`src/sv/sparse_table_range_max_assert.svh`:
```
// Assertion macros for the range-maximum engine.
// Each macro samples on the rising edge of clk and is off while rst_n is low.
`ifndef SPARSE_TABLE_RANGE_MAX_ASSERT_SVH
`define SPARSE_TABLE_RANGE_MAX_ASSERT_SVH
`ifndef SYNTHESIS
`define SRMQ_ASSERT(lbl, prop, msg) \
    lbl: assert property (@(posedge clk) disable iff (!rst_n) prop) else $error(msg);
`define SRMQ_NEVER(lbl, cond, msg) \
    lbl: assert property (@(posedge clk) disable iff (!rst_n) !(cond)) else $error(msg);
`else
`define SRMQ_ASSERT(lbl, prop, msg)
`define SRMQ_NEVER(lbl, cond, msg)
`endif
`endif

```
`src/sv/srmq_pkg.sv`:
```
`default_nettype none
package srmq_pkg;

    // Default sizes of the table.
    localparam int DEPTH_DEF   = 1024;
    localparam int LEVELS_DEF  = 11;
    localparam int VALUE_W_DEF = 32;

    // Fixed field widths of the stream items and the count register.
    localparam int CMD_W      = 2;
    localparam int POS_W      = 10;
    localparam int COUNT_W    = 11;
    localparam int DATA_W     = 32;
    localparam int IN_TDATA_W = ((2 * POS_W + DATA_W + 7) / 8) * 8;
    localparam int LOG_W      = $clog2(COUNT_W);

    // Command codes.
    localparam logic [CMD_W-1:0] CMD_LOAD  = 2'd0;
    localparam logic [CMD_W-1:0] CMD_BUILD = 2'd1;
    localparam logic [CMD_W-1:0] CMD_QUERY = 2'd2;

    // Commands from the controller to the datapath.
    typedef struct packed {
        logic load_wr;
        logic query_rd;
        logic build_init;
        logic build_rd;
        logic build_wr;
        logic out_load;
    } cmd_t;

    // Status from the datapath to the controller.
    typedef struct packed {
        logic build_more;
    } stat_t;

    // Priority encoder: index of the highest set bit of a nonzero length.
    function automatic logic [LOG_W-1:0] floor_log2(input logic [COUNT_W-1:0] len);
        logic [LOG_W-1:0] k;
        k = '0;
        for (int b = 0; b < COUNT_W; b++)
        begin
            if (len[b])
            begin
                k = LOG_W'(b);
            end
        end
        return k;
    endfunction

endpackage
`default_nettype wire

```
`src/sv/srmq_ctrl.sv`:
```
`default_nettype none
module srmq_ctrl
    import srmq_pkg::*;
(
    input  wire logic             clk,
    input  wire logic             rst_n,
    input  wire logic             in_valid,
    input  wire logic [CMD_W-1:0] in_command,
    input  wire logic             out_ready,
    input  wire stat_t            stat,
    output logic                  in_ready,
    output logic                  out_valid,
    output cmd_t                  cmd
);

    localparam logic [1:0] ST_IDLE     = 2'd0;
    localparam logic [1:0] ST_QUERY    = 2'd1;
    localparam logic [1:0] ST_BUILD_RD = 2'd2;
    localparam logic [1:0] ST_BUILD_WR = 2'd3;

    logic [1:0] state_reg;
    logic [1:0] state_next;
    logic       out_valid_reg;
    logic       out_valid_next;
    logic       out_free;

    // The output register can take a new result when empty or being drained.
    assign out_free = !out_valid_reg || out_ready;

    // Next state and commands.
    always_comb
    begin
        cmd        = '0;
        state_next = state_reg;
        unique case (state_reg)
            ST_IDLE:
            begin
                if (in_valid)
                begin
                    unique case (in_command)
                        CMD_LOAD:
                        begin
                            cmd.load_wr = 1'b1;
                        end
                        CMD_BUILD:
                        begin
                            cmd.build_init = 1'b1;
                            state_next     = ST_BUILD_RD;
                        end
                        CMD_QUERY:
                        begin
                            cmd.query_rd = 1'b1;
                            state_next   = ST_QUERY;
                        end
                        default:
                        begin
                            state_next = ST_IDLE;
                        end
                    endcase
                end
            end
            ST_QUERY:
            begin
                if (out_free)
                begin
                    cmd.out_load = 1'b1;
                    state_next   = ST_IDLE;
                end
            end
            ST_BUILD_RD:
            begin
                if (stat.build_more)
                begin
                    cmd.build_rd = 1'b1;
                    state_next   = ST_BUILD_WR;
                end
                else
                begin
                    state_next = ST_IDLE;
                end
            end
            ST_BUILD_WR:
            begin
                cmd.build_wr = 1'b1;
                state_next   = ST_BUILD_RD;
            end
            default:
            begin
                state_next = ST_IDLE;
            end
        endcase
    end

    // Output valid follows loads and completed transfers.
    always_comb
    begin
        out_valid_next = out_valid_reg;
        if (cmd.out_load)
        begin
            out_valid_next = 1'b1;
        end
        else if (out_ready)
        begin
            out_valid_next = 1'b0;
        end
    end

    always_ff @(posedge clk or negedge rst_n)
    begin
        if (!rst_n)
        begin
            state_reg     <= ST_IDLE;
            out_valid_reg <= 1'b0;
        end
        else
        begin
            state_reg     <= state_next;
            out_valid_reg <= out_valid_next;
        end
    end

    assign in_ready  = (state_reg == ST_IDLE);
    assign out_valid = out_valid_reg;

endmodule
`default_nettype wire

```
`config.mk`:
```
export PLATFORM = sky130hd
export DESIGN_NAME = srmq_ctrl
export DESIGN_NICKNAME = d
export VERILOG_FILES = /design/src/sv/sparse_table_range_max_assert.svh /design/src/sv/srmq_pkg.sv /design/src/sv/srmq_ctrl.sv
export SDC_FILE = /design/constraint.sdc
export NUM_CORES = 1
export LEC_CHECK = 0
export CAP_MARGIN = 10
export CORE_AREA = 2 2 39 41
export CTS_CLUSTER_DIAMETER = 120
export DETAILED_ROUTE_END_ITERATION = 10
export DIE_AREA = 0 0 41 43
export DONT_BUFFER_PORTS = 1
export PLACE_DENSITY_LB_ADDON = 0.08
export REMOVE_ABC_BUFFERS = 1
export SETUP_SLACK_MARGIN = 0.05
export SLEW_MARGIN = 20
export SYNTH_ARGS = -nofsm -noshare
export SYNTH_HDL_FRONTEND = slang
export SYNTH_SLANG_ARGS = --single-unit
export TNS_END_PERCENT = 50
```
`constraint.sdc`:
```
create_clock -name clk -period 3.9 [get_ports clk]
set_input_delay 1.17 -clock clk [delete_from_list [all_inputs] [get_ports clk]]
set_output_delay 1.17 -clock clk [all_outputs]
set_load 0.005 [all_outputs]
```
* Yosys cells after proc, flatten, opt, wreduce, memory -nomap -nowiden *
Cells that the tools add are included.

word-level totals
  register bits after elaboration = 3
  input port bits = 7
  output and inout bits = 8
  logic and storage cells = 33

operators by class
  eq/ne operators = 8
  muxes and demuxes = 17
  reductions and logical operators = 6

operators with widths
  cell                                                 count
  two-way mux 1 bit                                    10
  one-hot mux 2 bit (4 select lines)                   1
  equality test 2 bit, second input constant           3
  two-way mux 2 bit                                    3
  two-way mux 3 bit                                    2
  != test 2 bit, second input constant                 3
  one-hot mux 2 bit (3 select lines)                   1
  equality test 2 x 1 -> 1 bit, second input constant  2
  logical NOT 2 bit                                    2
  AND reduction 3 bit                                  1
  nonzero test 2 bit                                   1
  logical NOT 1 bit                                    1
  logical OR 1 bit                                     1

* Depth between registers and ports, before layout *
Gate-level depths: netlist (run 1).

  word-level depth = 5
  depth in mapped cells = 3
  depth with buffers taken out = 2

* Worst setup path before layout (run 1) *
No wires, ideal clock.

  path kind = input port to output port
  start = input port in_command[0]
  end = output port cmd[4] (netlist bit)
  arrival = 1,776 ps
  data required time = 2,730 ps
  setup slack = 954 ps
  cell stages on the path = 2
  path buffers = 0
  path through = or4b_4 -> nor2_1

RTL lines
  item         RTL line         RTL
  from (decl)  srmq_ctrl.sv:8   input wire logic [CMD_W-1:0] in_command,
  to (decl)    srmq_ctrl.sv:13  output cmd_t cmd

==> impl_metrics.json, run 1 <==
{
  "stdcell_count": 40,
  "worst_ep_required_time_ns": 2.73,
  "setup_viol": 0,
  "largest_reg_flops": 2,
  "synth_xor_area_frac": 0,
  "num-nets-final": 32,
  "mostFrequentLayoutCells": "nor2_1, clkbuf_4, dfrtp_1",
  "crit_fanout": 3,
  "post_cts_buffers": 0,
  "ys_seq_elements": 3,
  "worstReg2RegStart": "state_reg[0]",
  "htreeDepth": 1,
  "dieArea_mm2": 0.00176,
  "grt.overflow.total": 0,
  "synth_cells": 21,
  "grt_max_degree": 9,
  "synth_compound_area_frac": 0.142,
  "pin_count": 15,
  "syn_area_um2": 194,
  "cp_data_arrival_time_ns": 1.80,
  "numCtsBuffers": 3,
  "slowest_delay_ns": 0.48,
  "viasPerCell": 4.10,
  "ys_seq_area_frac": 0.387,
  "synth_top_family_by_area": "simple AND/OR/NAND/NOR gates",
  "pwr_density_cell_mw_per_mm2": 518,
  "power.leakage_nw": 0.106,
  "grt_setup_unrepaired": "no",
  "fp.dieW_um": 41,
  "ctsResizeCount": 0,
  "drv_cap": 0,
  "core_region_area_mm2": 0.00138,
  "fillers": 163,
  "maxSlewHeadroom": 0.850,
  "cts_tree": "done",
  "hold_viol_final": 0,
  "die_y_um": 43,
  "period_minus_slack_ns": 2.97,
  "p_total_mw": 0.121,
  "clk_latency_ns": 0.24,
  "synthToLayoutAreaGrowth_pct": 20.0,
  "critPathLaunchType": "primary input",
  "synth.top_cell.area_share": 0.387,
  "reg2reg_to": "state_reg[0]",
  "register_area_um2": 75.1,
  "num_rows": 14,
  "dr.first_iter.drc_count": 1,
  "fin_skew_ns": 0.00308,
  "port_buffers": 0,
  "yosys-top-cells-area": "dfrtp_1, nand3b_1, o221ai_2, or4b_4, nor2_1",
  "track_usage": 0.0744,
  "cp-startpoint": "in_command[0]",
  "ir_drop_v": 0.000188,
  "r2r_cells": 2,
  "hp-class": "reg2reg",
  "yosys_warnings": 0,
  "drive_gt1_frac": 0.250,
  "clk_path_buf_depth": 2,
  "yosys.area_share.simple": 0.394,
  "ant_nets": 0,
  "wl_per_cell_um": 11.7,
  "r2r_setup_slack_ns": 2.63,
  "cts_hold_buf": 0,
  "antenna_found_initial": 0,
  "crit_path_end": "cmd[4]",
  "clkSinkCount": 3,
  "multi_input_area_um2": 104,
  "cts_root_buf": "clkbuf_4",
  "path_delay_family": "simple AND/OR/NAND/NOR gates",
  "yosys.area_share.adder": 0,
  "dp_cells": 36,
  "cp_num_buf_inv": 0,
  "outcome": "completed",
  "maxSlewViolCount": 0,
  "clk_pin_slew_ns": 0.04,
  "route.detailed.drc": 0,
  "fin_setup_tns_ns": 0,
  "crit_type": "in2out",
  "grt_pass1_vias": 190,
  "synth_top_cell_by_area": "dfrtp_1",
  "period_share": 0.761,
  "cp_slowest_cell": "or4b_4",
  "synth_mux_area_frac": 0,
  "fmax_mhz": 337,
  "initial_core_util": 0.140,
  "critPathCaptureType": "primary output",
  "firstDrtPassIters": 2,
  "critical_path_depth": 2,
  "n_antenna_cell": 0,
  "drt_wl_total_um": 467,
  "crit_chain": "or4b_4 > nor2_1",
  "worst_slew_pin_slew_ns": 0.223,
  "hold-worst-slack_ns": 0.570,
  "gp_congestion": 0.582,
  "grt_pass1_wl_um": 779,
  "via_count": 164,
  "avgSynthCellArea_um2": 9.24,
  "synth_cell_types": 15
}
[power by group]
group,total [mW],internal (mW),switching [mW]
Combinational,0.0191,0.00909,0.0100
Sequential,0.0455,0.0372,0.00821
Clock,0.0559,0.0384,0.0175
Total,0.121,0.0848,0.0358
[worst min-delay path by stage]
stage               startpoint            to  cells past startpoint
finish               out_valid     out_valid                      2
global placement     out_valid     out_valid                      2
CTS                  out_valid     out_valid                      2
detailed placement   out_valid     out_valid                      2
floorplan            out_valid     out_valid                      2
global route             rst_n  state_reg[0]                      0
[kinds of logic (layout without fill, tap and decap cells)]
family / count (synthesis) / in the layout
buffers and inverters: 3 / 6
flip-flops: 3 / 3
AND/OR/NAND/NOR: 12 / 12
AO/OA/AOI/OAI: 3 / 3
[synth_stat cells (all sizes together)]
cell type  count
and2           1
buf            1
dfrtp          3
inv            2
nand2          1
nand2b         1
nand3b         2
nor2           3
nor2b          1
nor3           1
o21ai          1
o221ai         1
o31ai          1
or2b           1
or4b           1
[layer usage]
| metal | wire length, µm | global-route usage | up-vias | share of wire |
|---|---|---|---|---|
| li1 | - | - | 78 | - |
| met1 | 183 | 0.0839 | 77 | 0.39 |
| met2 | 231 | 0.0844 | 9 | 0.49 |
| met3 | 53 | 0.0628 | 0 | 0.11 |
| met4 | 0 | 0.0600 | 0 | 0 |
| met5 | 0 | 0 | - | 0 |
[area by class of cell]
class	count	area share
multi-input combinational	15	0.446
clock buffer	4	0.113
tap	16	0.0860
inverter	2	0.0323
sequential	3	0.323
[metrics by stage]
step,area [µm²],worst slack (ns),utilization
6_report,233,0.931,0.168
3_3_place_gp,206,0.930,0.149
2_1_floorplan,186,0.954,-
5_1_grt,233,0.895,0.168
3_5_place_dp,206,0.928,0.149
4_1_cts,233,0.927,0.168
No activity file was read; power rests on OpenSTA's default activity.
==> run 2: changes to the inputs <==
ABC_AREA = 1   (was unset)
clock period = 2.8 ns   (was 3.9 ns; I/O delays follow)
==> impl_metrics.json, run 2 <==
{
  "outcome": "completed",
  "cts_tree": "done",
  "grt_pass1_vias": 198,
  "synth_top_cell_by_area": "dfrtp_1",
  "r2r_setup_slack_ns": 1.82,
  "synth_edf_count": 0,
  "pwr_density_cell_mw_per_mm2": 668,
  "dr.first_iter.drc_count": 6,
  "synth_cells": 38,
  "numCtsBuffers": 3,
  "synth.top_cell.area_share": 0.306,
  "grt_max_degree": 7,
  "grt_setup_unrepaired": "no",
  "clk_path_buf_depth": 2,
  "pin_count": 15,
  "clk_latency_ns": 0.23,
  "post_cts_buffers": 0,
  "r2r_cells": 5,
  "drive_gt1_frac": 0.195,
  "cp_slowest_cell": "nor2_1",
  "hold-worst-slack_ns": 0.303,
  "n_antenna_cell": 0,
  "fp.dieW_um": 41,
  "clkSinkCount": 3,
  "critPathCaptureType": "primary output",
  "initial_core_util": 0.177,
  "clk_pin_slew_ns": 0.04,
  "crit_type": "in2out",
  "wl_per_cell_um": 9.18,
  "synthToLayoutAreaGrowth_pct": 15.8,
  "setup_viol": 0,
  "cts_hold_buf": 0,
  "critPathLaunchType": "primary input",
  "worst_ep_required_time_ns": 1.96,
  "grt_pass1_wl_um": 821,
  "firstDrtPassIters": 4,
  "reg2reg_to": "state_reg[0]",
  "crit_chain": "nor2_1 > nand2_1 > nor2_1",
  "htreeDepth": 1,
  "synth_flop_cell": "dfrtp_1",
  "port_buffers": 0,
  "utilization": 0.205,
  "synth_cell_types": 13,
  "hp-class": "in2async",
  "synthArstFlopShare": 1.00,
  "viasPerCell": 3.79,
  "worstReg2RegStart": "state_reg[1]",
  "mostFrequentLayoutCells": "inv_1, nor2_1, nand2_1",
  "route.detailed.drc": 0,
  "period_minus_slack_ns": 2.11,
  "period_share": 0.752,
  "maxSlewViolCount": 0,
  "cts_root_buf": "clkbuf_4",
  "synth_compound_area_frac": 0.107,
  "fin_setup_tns_ns": 0,
  "ys_seq_area_frac": 0.306,
  "yosys.area_share.adder": 0,
  "yosys.area_share.simple": 0.418,
  "drt_wl_total_um": 523,
  "via_count": 216,
  "drv_cap": 0,
  "track_usage": 0.0784,
  "grt.overflow.total": 0,
  "crit_fanout": 3,
  "cp_num_buf_inv": 0,
  "synth_commonest_cells": "inv_1, nor2_1, nand2_1, dfrtp_1",
  "ir_drop_v": 0.000236,
  "ctsResizeCount": 0,
  "synth_xor_area_frac": 0,
  "yosys-top-cells-area": "dfrtp_1, inv_1, nor2_1, nand2_1, o21ai_4",
  "largest_reg_flops": 2,
  "core_region_area_mm2": 0.00138,
  "cpMostUsedCell": "nor2_1",
  "ant_nets": 0,
  "cp_data_arrival_time_ns": 1.27,
  "fillers": 167,
  "syn_area_um2": 245,
  "num_rows": 14,
  "post-dp-hpwl_um": 436,
  "fmax_mhz": 475,
  "worst_slew_pin_slew_ns": 0.253,
  "antenna_found_initial": 0,
  "yosys_warnings": 0,
  "power.leakage_nw": 0.169,
  "fin_skew_ns": 0.00240,
  "path_delay_family": "simple AND/OR/NAND/NOR gates",
  "ys_seq_elements": 3,
  "synth_mux_area_frac": 0,
  "synth_top_family_by_area": "simple AND/OR/NAND/NOR gates",
  "dieArea_mm2": 0.00176,
  "slowest_delay_ns": 0.21,
  "num-nets-final": 49,
  "avgSynthCellArea_um2": 6.45,
  "gp_congestion": 0.613,
  "die_y_um": 43,
  "maxSlewHeadroom": 0.831,
  "hold_viol_final": 0
}
## run 2: cell count changes after synthesis, sizes merged, moves of 2 or more
cell and delta:
nor2 +8, inv +7, nand3 +2, nand2 +8
nand3b -2
## run 2: final cells by class
cell class / instances / area, µm² / area share
Clock buffer: 4 / 26.3 / 0.0925
Tap cell: 16 / 20.0 / 0.0705
Inverter: 9 / 33.8 / 0.119
Sequential cell: 3 / 75.1 / 0.264
Multi-Input combinational cell: 25 / 129 / 0.454
## run 2: metal layers
| layer | up-vias | share of wire | global-route usage |
|---|---|---|---|
| li1 | 114 | - | - |
| met1 | 95 | 0.43 | 0.0839 |
| met2 | 7 | 0.49 | 0.0938 |
| met3 | 0 | 0.080 | 0.0366 |
| met4 | 0 | 0 | 0.100 |
| met5 | - | 0 | 0 |
## run 2: per-stage QoR
stage               cells  instance area, µm²  worst slack [ns]  power (mW)
finish                 57                 284             0.693       0.190
global route           57                 284             0.634       0.212
CTS                    57                 284             0.686       0.197
detailed placement     53                 258             0.688       0.116
global placement       53                 258             0.703       0.116
floorplan              37                 238             0.745       0.106
## run 2: cells by family (layout without fill, tap and decap cells)
family | after synthesis | in the layout
DFF | 3 | 3
buffers and inverters | 10 | 13
AOI/OAI and AO/OA | 3 | 3
and+or+nand+nor | 22 | 22
## run 2: report_power, final
part / switching (mW) / internal (mW)
sequential: 0.0107 / 0.0522
combinational: 0.0328 / 0.0183
clock: 0.0223 / 0.0534
total: 0.0658 / 0.124
## run 2: worst max-delay path by stage
stage | slack (ns) | end | cells after the start | start
after floorplan | 0.74 | cmd[5] | 3 | in_command[0]
after global routing | 0.63 | cmd[5] | 3 | in_command[0]
after detailed placement | 0.69 | cmd[5] | 3 | in_command[0]
after CTS | 0.69 | cmd[5] | 3 | in_command[0]
after global placement | 0.70 | cmd[5] | 3 | in_command[0]
final | 0.69 | cmd[5] | 3 | in_command[0]
